`config.mk`:
```
export PLATFORM = sky130hd
export DESIGN_NAME = rsnp_ctrl
export DESIGN_NICKNAME = d
export VERILOG_FILES = /design/src/hdl/rsnp_pkg.sv /design/src/hdl/rsnp_ctrl.sv
export SDC_FILE = /design/constraint.sdc
export NUM_CORES = 1
export LEC_CHECK = 0
export BUFFER_PORTS_ARGS = -buffer_cell sky130_fd_sc_hd__buf_2
export CAP_MARGIN = 40
export CORE_AREA = 2 2 58 44
export DETAILED_ROUTE_END_ITERATION = 16
export DIE_AREA = 0 0 60 46
export PLACE_DENSITY = 0.7
export SLEW_MARGIN = 40
export SYNTH_ARGS = -nofsm -noshare
export SYNTH_HDL_FRONTEND = slang
export SYNTH_SLANG_ARGS = --single-unit
export TNS_END_PERCENT = 50
```
`constraint.sdc`:
```
create_clock -name clk_i -period 3.3 [get_ports clk_i]
set_clock_uncertainty 0.15 [all_clocks]
set_input_delay 0.66 -clock clk_i [delete_from_list [all_inputs] [get_ports clk_i]]
set_output_delay 0.66 -clock clk_i [all_outputs]
set_load 0.01 [all_outputs]
```
`src/hdl/rsnp_pkg.sv`:
```
`timescale 1ns / 1ps
// ---------------------------------------------------------------------------
// rsnp_pkg: shared types and constants for the ray/sphere nearest picker
// Item and result structs, controller states, datapath commands and the
// widths of the fixed-point datapath.
// ---------------------------------------------------------------------------
package rsnp_pkg;

  // Sphere limit per ray and derived counter widths
  localparam int MAX_SPHERES = 256;
  localparam int CNT_W       = $clog2(MAX_SPHERES + 1);
  localparam int INDEX_W     = 8;

  // Datapath widths
  localparam int COORD_W = 32;            // Q16.16 coordinates
  localparam int DIFF_W  = COORD_W + 1;   // end - start, and its magnitude
  localparam int DIR_W   = 32;            // Q1.30 direction
  localparam int OC8_W   = DIFF_W - 8;    // origin - centre in Q.8
  localparam int MUL_W   = 33;            // signed multiplier operand
  localparam int ACC_W   = 64;            // sum of squares / discriminant
  localparam int B_W     = 33;            // b in Q.8
  localparam int T_W     = 35;            // hit time in Q.8
  localparam int ROOT_W  = 32;            // integer square root
  localparam int QUO_W   = 31;            // direction quotient
  localparam int DIV_STEPS = QUO_W;
  localparam int DIV_CNT_W = $clog2(DIV_STEPS);
  localparam int ROOT_STEPS = ACC_W / 2;
  localparam int ROOT_CNT_W = $clog2(ROOT_STEPS);
  localparam int NORM_SHIFT = 30;         // direction fraction bits
  localparam logic [30:0] TIME_MAX = 31'h7FFF_FFFF;

  // Operation codes
  localparam logic OP_LOAD   = 1'b0;
  localparam logic OP_SPHERE = 1'b1;

  typedef struct packed {
    logic                       op;
    logic signed [COORD_W-1:0]  ray_start_x;
    logic signed [COORD_W-1:0]  ray_start_y;
    logic signed [COORD_W-1:0]  ray_start_z;
    logic signed [COORD_W-1:0]  ray_end_x;
    logic signed [COORD_W-1:0]  ray_end_y;
    logic signed [COORD_W-1:0]  ray_end_z;
    logic signed [15:0]         center_x;
    logic signed [15:0]         center_y;
    logic signed [15:0]         center_z;
    logic [15:0]                radius;
    logic                       last;
  } in_t;

  typedef struct packed {
    logic               hit;
    logic [INDEX_W-1:0] nearest_index;
    logic [30:0]        nearest_time;
  } out_t;

  typedef enum logic [4:0] {
    ST_IDLE,
    ST_DISPATCH,
    ST_LD_DIFF,
    ST_LD_NORM,
    ST_LD_SQ,
    ST_LD_ACC,
    ST_LD_ROOT_GO,
    ST_LD_ROOT,
    ST_LD_DIV_INIT,
    ST_LD_DIV,
    ST_LD_DIV_STORE,
    ST_SP_CHECK,
    ST_SP_B,
    ST_SP_BEND,
    ST_SP_C,
    ST_SP_R,
    ST_SP_CEND,
    ST_SP_BB,
    ST_SP_DISC,
    ST_SP_ROOT_GO,
    ST_SP_ROOT,
    ST_SP_TIME,
    ST_SP_UPD,
    ST_EMIT
  } state_e;

  typedef enum logic [4:0] {
    CMD_NONE,
    CMD_CAPTURE,
    CMD_LD_DIFF,
    CMD_LD_ZERO,
    CMD_LD_SHR,
    CMD_LD_SHL,
    CMD_SQ,
    CMD_ACC,
    CMD_ROOT_GO,
    CMD_DIV_INIT,
    CMD_DIV_STEP,
    CMD_DIV_STORE,
    CMD_SP_OC,
    CMD_SP_B,
    CMD_SP_BEND,
    CMD_SP_C,
    CMD_SP_R,
    CMD_SP_CEND,
    CMD_SP_BB,
    CMD_SP_DISC,
    CMD_SP_TIME,
    CMD_SP_UPD,
    CMD_EMIT
  } cmd_e;

  typedef struct packed {
    cmd_e       cmd;
    logic [1:0] lane;
  } ctrl_t;

  typedef struct packed {
    logic op;
    logic last;
    logic m_zero;
    logic m_big;
    logic m_small;
    logic root_busy;
    logic div_last;
    logic cnt_full;
    logic dir_zero;
    logic disc_neg;
  } stat_t;

endpackage

```
`src/hdl/rsnp_ctrl.sv`:
```
`timescale 1ns / 1ps
// ---------------------------------------------------------------------------
// rsnp_ctrl: sequencing state machine
// Steps the datapath through ray load and sphere test sequences.
// ---------------------------------------------------------------------------
module rsnp_ctrl (
  input  logic            clk_i,
  input  logic            rst_ni,
  input  logic            start,
  output logic            busy,
  input  rsnp_pkg::stat_t stat_i,
  output rsnp_pkg::ctrl_t ctrl_o
);
  import rsnp_pkg::*;

  state_e     state_q, state_d;
  logic [1:0] lane_q, lane_d;

  always_ff @(posedge clk_i or negedge rst_ni) begin
    if (!rst_ni) begin
      state_q <= ST_IDLE;
      lane_q  <= '0;
    end else begin
      state_q <= state_d;
      lane_q  <= lane_d;
    end
  end

  // Next state and command
  always_comb begin
    state_d     = state_q;
    lane_d      = lane_q;
    ctrl_o.cmd  = CMD_NONE;
    ctrl_o.lane = lane_q;
    case (state_q)
      ST_IDLE: begin
        if (start) begin
          ctrl_o.cmd = CMD_CAPTURE;
          state_d    = ST_DISPATCH;
        end
      end
      ST_DISPATCH: begin
        state_d = (stat_i.op == OP_LOAD) ? ST_LD_DIFF : ST_SP_CHECK;
      end
      // Ray load
      ST_LD_DIFF: begin
        ctrl_o.cmd = CMD_LD_DIFF;
        state_d    = ST_LD_NORM;
      end
      ST_LD_NORM: begin
        if (stat_i.m_zero) begin
          ctrl_o.cmd = CMD_LD_ZERO;
          state_d    = ST_IDLE;
        end else if (stat_i.m_big) begin
          ctrl_o.cmd = CMD_LD_SHR;
        end else if (stat_i.m_small) begin
          ctrl_o.cmd = CMD_LD_SHL;
        end else begin
          lane_d  = '0;
          state_d = ST_LD_SQ;
        end
      end
      ST_LD_SQ: begin
        ctrl_o.cmd = CMD_SQ;
        if (lane_q == 2'd2) begin
          state_d = ST_LD_ACC;
        end else begin
          lane_d = lane_q + 1'b1;
        end
      end
      ST_LD_ACC: begin
        ctrl_o.cmd = CMD_ACC;
        state_d    = ST_LD_ROOT_GO;
      end
      ST_LD_ROOT_GO: begin
        ctrl_o.cmd = CMD_ROOT_GO;
        state_d    = ST_LD_ROOT;
      end
      ST_LD_ROOT: begin
        if (!stat_i.root_busy) begin
          lane_d  = '0;
          state_d = ST_LD_DIV_INIT;
        end
      end
      ST_LD_DIV_INIT: begin
        ctrl_o.cmd = CMD_DIV_INIT;
        state_d    = ST_LD_DIV;
      end
      ST_LD_DIV: begin
        ctrl_o.cmd = CMD_DIV_STEP;
        if (stat_i.div_last) begin
          state_d = ST_LD_DIV_STORE;
        end
      end
      ST_LD_DIV_STORE: begin
        ctrl_o.cmd = CMD_DIV_STORE;
        if (lane_q == 2'd2) begin
          state_d = ST_IDLE;
        end else begin
          lane_d  = lane_q + 1'b1;
          state_d = ST_LD_DIV_INIT;
        end
      end
      // Sphere test
      ST_SP_CHECK: begin
        if (stat_i.cnt_full) begin
          state_d = stat_i.last ? ST_EMIT : ST_IDLE;
        end else begin
          ctrl_o.cmd = CMD_SP_OC;
          lane_d     = '0;
          if (stat_i.dir_zero) begin
            state_d = stat_i.last ? ST_EMIT : ST_IDLE;
          end else begin
            state_d = ST_SP_B;
          end
        end
      end
      ST_SP_B: begin
        ctrl_o.cmd = CMD_SP_B;
        if (lane_q == 2'd2) begin
          state_d = ST_SP_BEND;
        end else begin
          lane_d = lane_q + 1'b1;
        end
      end
      ST_SP_BEND: begin
        ctrl_o.cmd = CMD_SP_BEND;
        lane_d     = '0;
        state_d    = ST_SP_C;
      end
      ST_SP_C: begin
        ctrl_o.cmd = CMD_SP_C;
        if (lane_q == 2'd2) begin
          state_d = ST_SP_R;
        end else begin
          lane_d = lane_q + 1'b1;
        end
      end
      ST_SP_R: begin
        ctrl_o.cmd = CMD_SP_R;
        state_d    = ST_SP_CEND;
      end
      ST_SP_CEND: begin
        ctrl_o.cmd = CMD_SP_CEND;
        state_d    = ST_SP_BB;
      end
      ST_SP_BB: begin
        ctrl_o.cmd = CMD_SP_BB;
        state_d    = ST_SP_DISC;
      end
      ST_SP_DISC: begin
        ctrl_o.cmd = CMD_SP_DISC;
        state_d    = ST_SP_ROOT_GO;
      end
      ST_SP_ROOT_GO: begin
        if (stat_i.disc_neg) begin
          state_d = stat_i.last ? ST_EMIT : ST_IDLE;
        end else begin
          ctrl_o.cmd = CMD_ROOT_GO;
          state_d    = ST_SP_ROOT;
        end
      end
      ST_SP_ROOT: begin
        if (!stat_i.root_busy) begin
          state_d = ST_SP_TIME;
        end
      end
      ST_SP_TIME: begin
        ctrl_o.cmd = CMD_SP_TIME;
        state_d    = ST_SP_UPD;
      end
      ST_SP_UPD: begin
        ctrl_o.cmd = CMD_SP_UPD;
        state_d    = stat_i.last ? ST_EMIT : ST_IDLE;
      end
      ST_EMIT: begin
        ctrl_o.cmd = CMD_EMIT;
        state_d    = ST_IDLE;
      end
      default: begin
        state_d = ST_IDLE;
      end
    endcase
  end

  assign busy = (state_q != ST_IDLE);

endmodule

```
==> results.ini <==
[clock_tree]
cts_buffer_depth=2
post_cts_buffers=0
cts_tree=built
hold_buffers=0
cts.sinks=7
cts_buffers=3
htree_levels=1
cts_resized=0
clockRootBuffer=clkbuf_4
cts.reportedPaths.clkPinSlew_ns=0.05
clkLatencyLatePin_ns=0.24

[min_path]
hp-class=primary input to async pin

[layout]
final_common_cell=buf_2
register_area_um2=175
final_cell_area_um2=1080
n_antenna_cell=0
post-route-util_pct=47.8
nets=161
fill_cells=237
area_growth_pct=12.3
drive_above_1_share_pct=23.3
multiInputGateArea_um2=699
mostFrequentLayoutCells=buf_2 (20), a21oi_1 (12), o21ai_0 (11), nor2_1 (11), nand2_1 (8)

[drt]
num_vias=1038
first_pass_iters=4
first_iter_violations=109
ant_nets=0
drt_drc_violations_left=0
wire_per_inst_um=13.8
wirelength_um=2490
viasPerCell=5.77

[flow_run]
cap_violations=0

[placement]
io_buffers=20
pre_cts_slack_ns=0.796
placed_area_um2=1060
hpwl_um=1900
gp_congestion=0.910

[sta]
slew_violations=0
relSlewSlack_pct=50.2
rsz0062_at_grt=no
finalWorstSetupSlack_ns=0.496
fin_crit_sh_pct=85.0
max_freq_mhz=357
setup_viol=0
worst_hold_slack_ns=0.0846
finalHoldViolCount=0
worst_slew_pin_slew_ns=0.747
fin_crit_ns=2.80
finalSetupTns_ns=0

[floorplan]
die_w_um=60
dieArea_um2=2760
initial_utilization_pct=42.5
fp.dieH_um=46
ios=21
core_um2=2270
core.rowCount=15

[global_route]
grt_max_degree=27
grt_util_all_layers_pct=20.2
antenna_found_initial=0
grt_pass1_wl_um=4240
overflow=0
grt_pass1_vias=908

[power]
ir_drop_uv=344
p_per_area_nw_per_um2=996
p_leak_nw=0.444

[critical_path]
critPathMaxFanout=23
r2r_end=state_q[0]
crit_path_end_kind=primary output
setup.worst_path.start_class=flip-flop
required_ns=2.49
r2r_slack_ns=0.99
crit_arrival_ns=1.99
rr_worst_depth=5
r2r-start=state_q[2]
critPathKind=flip-flop to primary output

[synthesis]
synth_ff_type=dfrtp_1
synth.avg_cell_area_um2=7.37
synthTopCellsByArea=dfrtp_1 (18%), a21oi_1 (6.2%), o21ai_0 (5.7%), nand2b_1 (4.5%), nor2_1 (4.3%)
yosysUniqueCellTypes=49
async_reset_ff_share_pct=100
ys_ff_latch=7
synth_cells=131
synth_area_um2=966
synth_warnings=0
synth-edff-count=0
synth_fp_nets=145
yosysTopAreaCell=dfrtp_1
yosysSeqAreaShare_pct=18.1
synth_top_area_share_pct=18.1

[run_status]
status=finished clean

-- critical path, cell delays in order, from the launching register on --
cell and delay [ns]:
dfrtp_1 0.78, nand2_1 0.24, or3_1 0.35, nand2_1 0.06
nand2_1 0.07, o21ai_0 0.10, buf_2 0.15
-- report_power, final --
part | internal, mW | switching, mW | leakage (nW)
logic | 0.343 | 0.410 | 0.339
clock network | 0.0460 | 0.0291 | 0.0150
registers | 0.124 | 0.128 | 0.0902
total | 0.513 | 0.567 | 0.444
-- kinds of logic after synthesis --
| kind of cell | count (synthesis) | share of synthesized area (%) |
|---|---|---|
| AOI/OAI and AO/OA | 49 | 34.3 |
| xor gates and xnor gates | 1 | 0.907 |
| adders and majority gates | 1 | 1.30 |
| buffers and inverters | 17 | 9.45 |
| DFF | 7 | 18.1 |
| muxes | 5 | 5.83 |
| and+or+nand+nor | 51 | 30.1 |
-- per-layer routing --
layer / share of wire (%) / track usage [%] / wire, um
met1: 51 / 28.8 / 1270
met2: 45 / 32.2 / 1120
met3: 4.1 / 4.26 / 103
met4: 0 / 2.67 / 0
met5: 0 / 0 / 0
-- cell type report --
| cell class | count | share of cell area (%) |
|---|---|---|
| tap | 34 | 3.92 |
| timing repair buffer | 23 | 11.3 |
| sequential | 7 | 16.1 |
| multi-input combinational | 107 | 64.5 |
| inverter | 5 | 1.73 |
| clock buffer | 4 | 2.42 |
-- worst max-delay path by stage --
stage	startpoint	to	slack, ns
global route	state_q[1]	ctrl_o[4]	0.33
detailed placement	state_q[1]	ctrl_o[5]	0.80
floorplan	state_q[2]	ctrl_o[3]	1.14
CTS	state_q[1]	ctrl_o[5]	0.52
finish	state_q[1]	ctrl_o[4]	0.50
global placement	state_q[1]	ctrl_o[5]	0.84
-- sequential cells by signal (all words and copies together), names as in the netlist --
register	count
state_q	5
lane_q	2
-- through the flow --
step | std cells | total power, mW
after floorplan | 131 | 0.841
after global placement | 176 | 0.988
after detailed placement | 176 | 1.00
after CTS | 180 | 1.08
after global routing | 180 | 1.20
final | 180 | 1.08
-- cell usage after synthesis, types with 3 or more instances --
| cell | count |
|---|---|
| dfrtp_1 | 7 |
| nor3_1 | 4 |
| inv_1 | 4 |
| buf_4 | 3 |
| nand3_1 | 3 |
| o21ai_0 | 11 |
| o211ai_1 | 5 |
| nor2_1 | 11 |
| nor2b_1 | 3 |
| nand2_1 | 8 |
| a21oi_1 | 12 |
| buf_2 | 7 |
| nand2b_1 | 7 |
| mux2_1 | 3 |
Note: power is estimated with default switching activity, not from simulation.
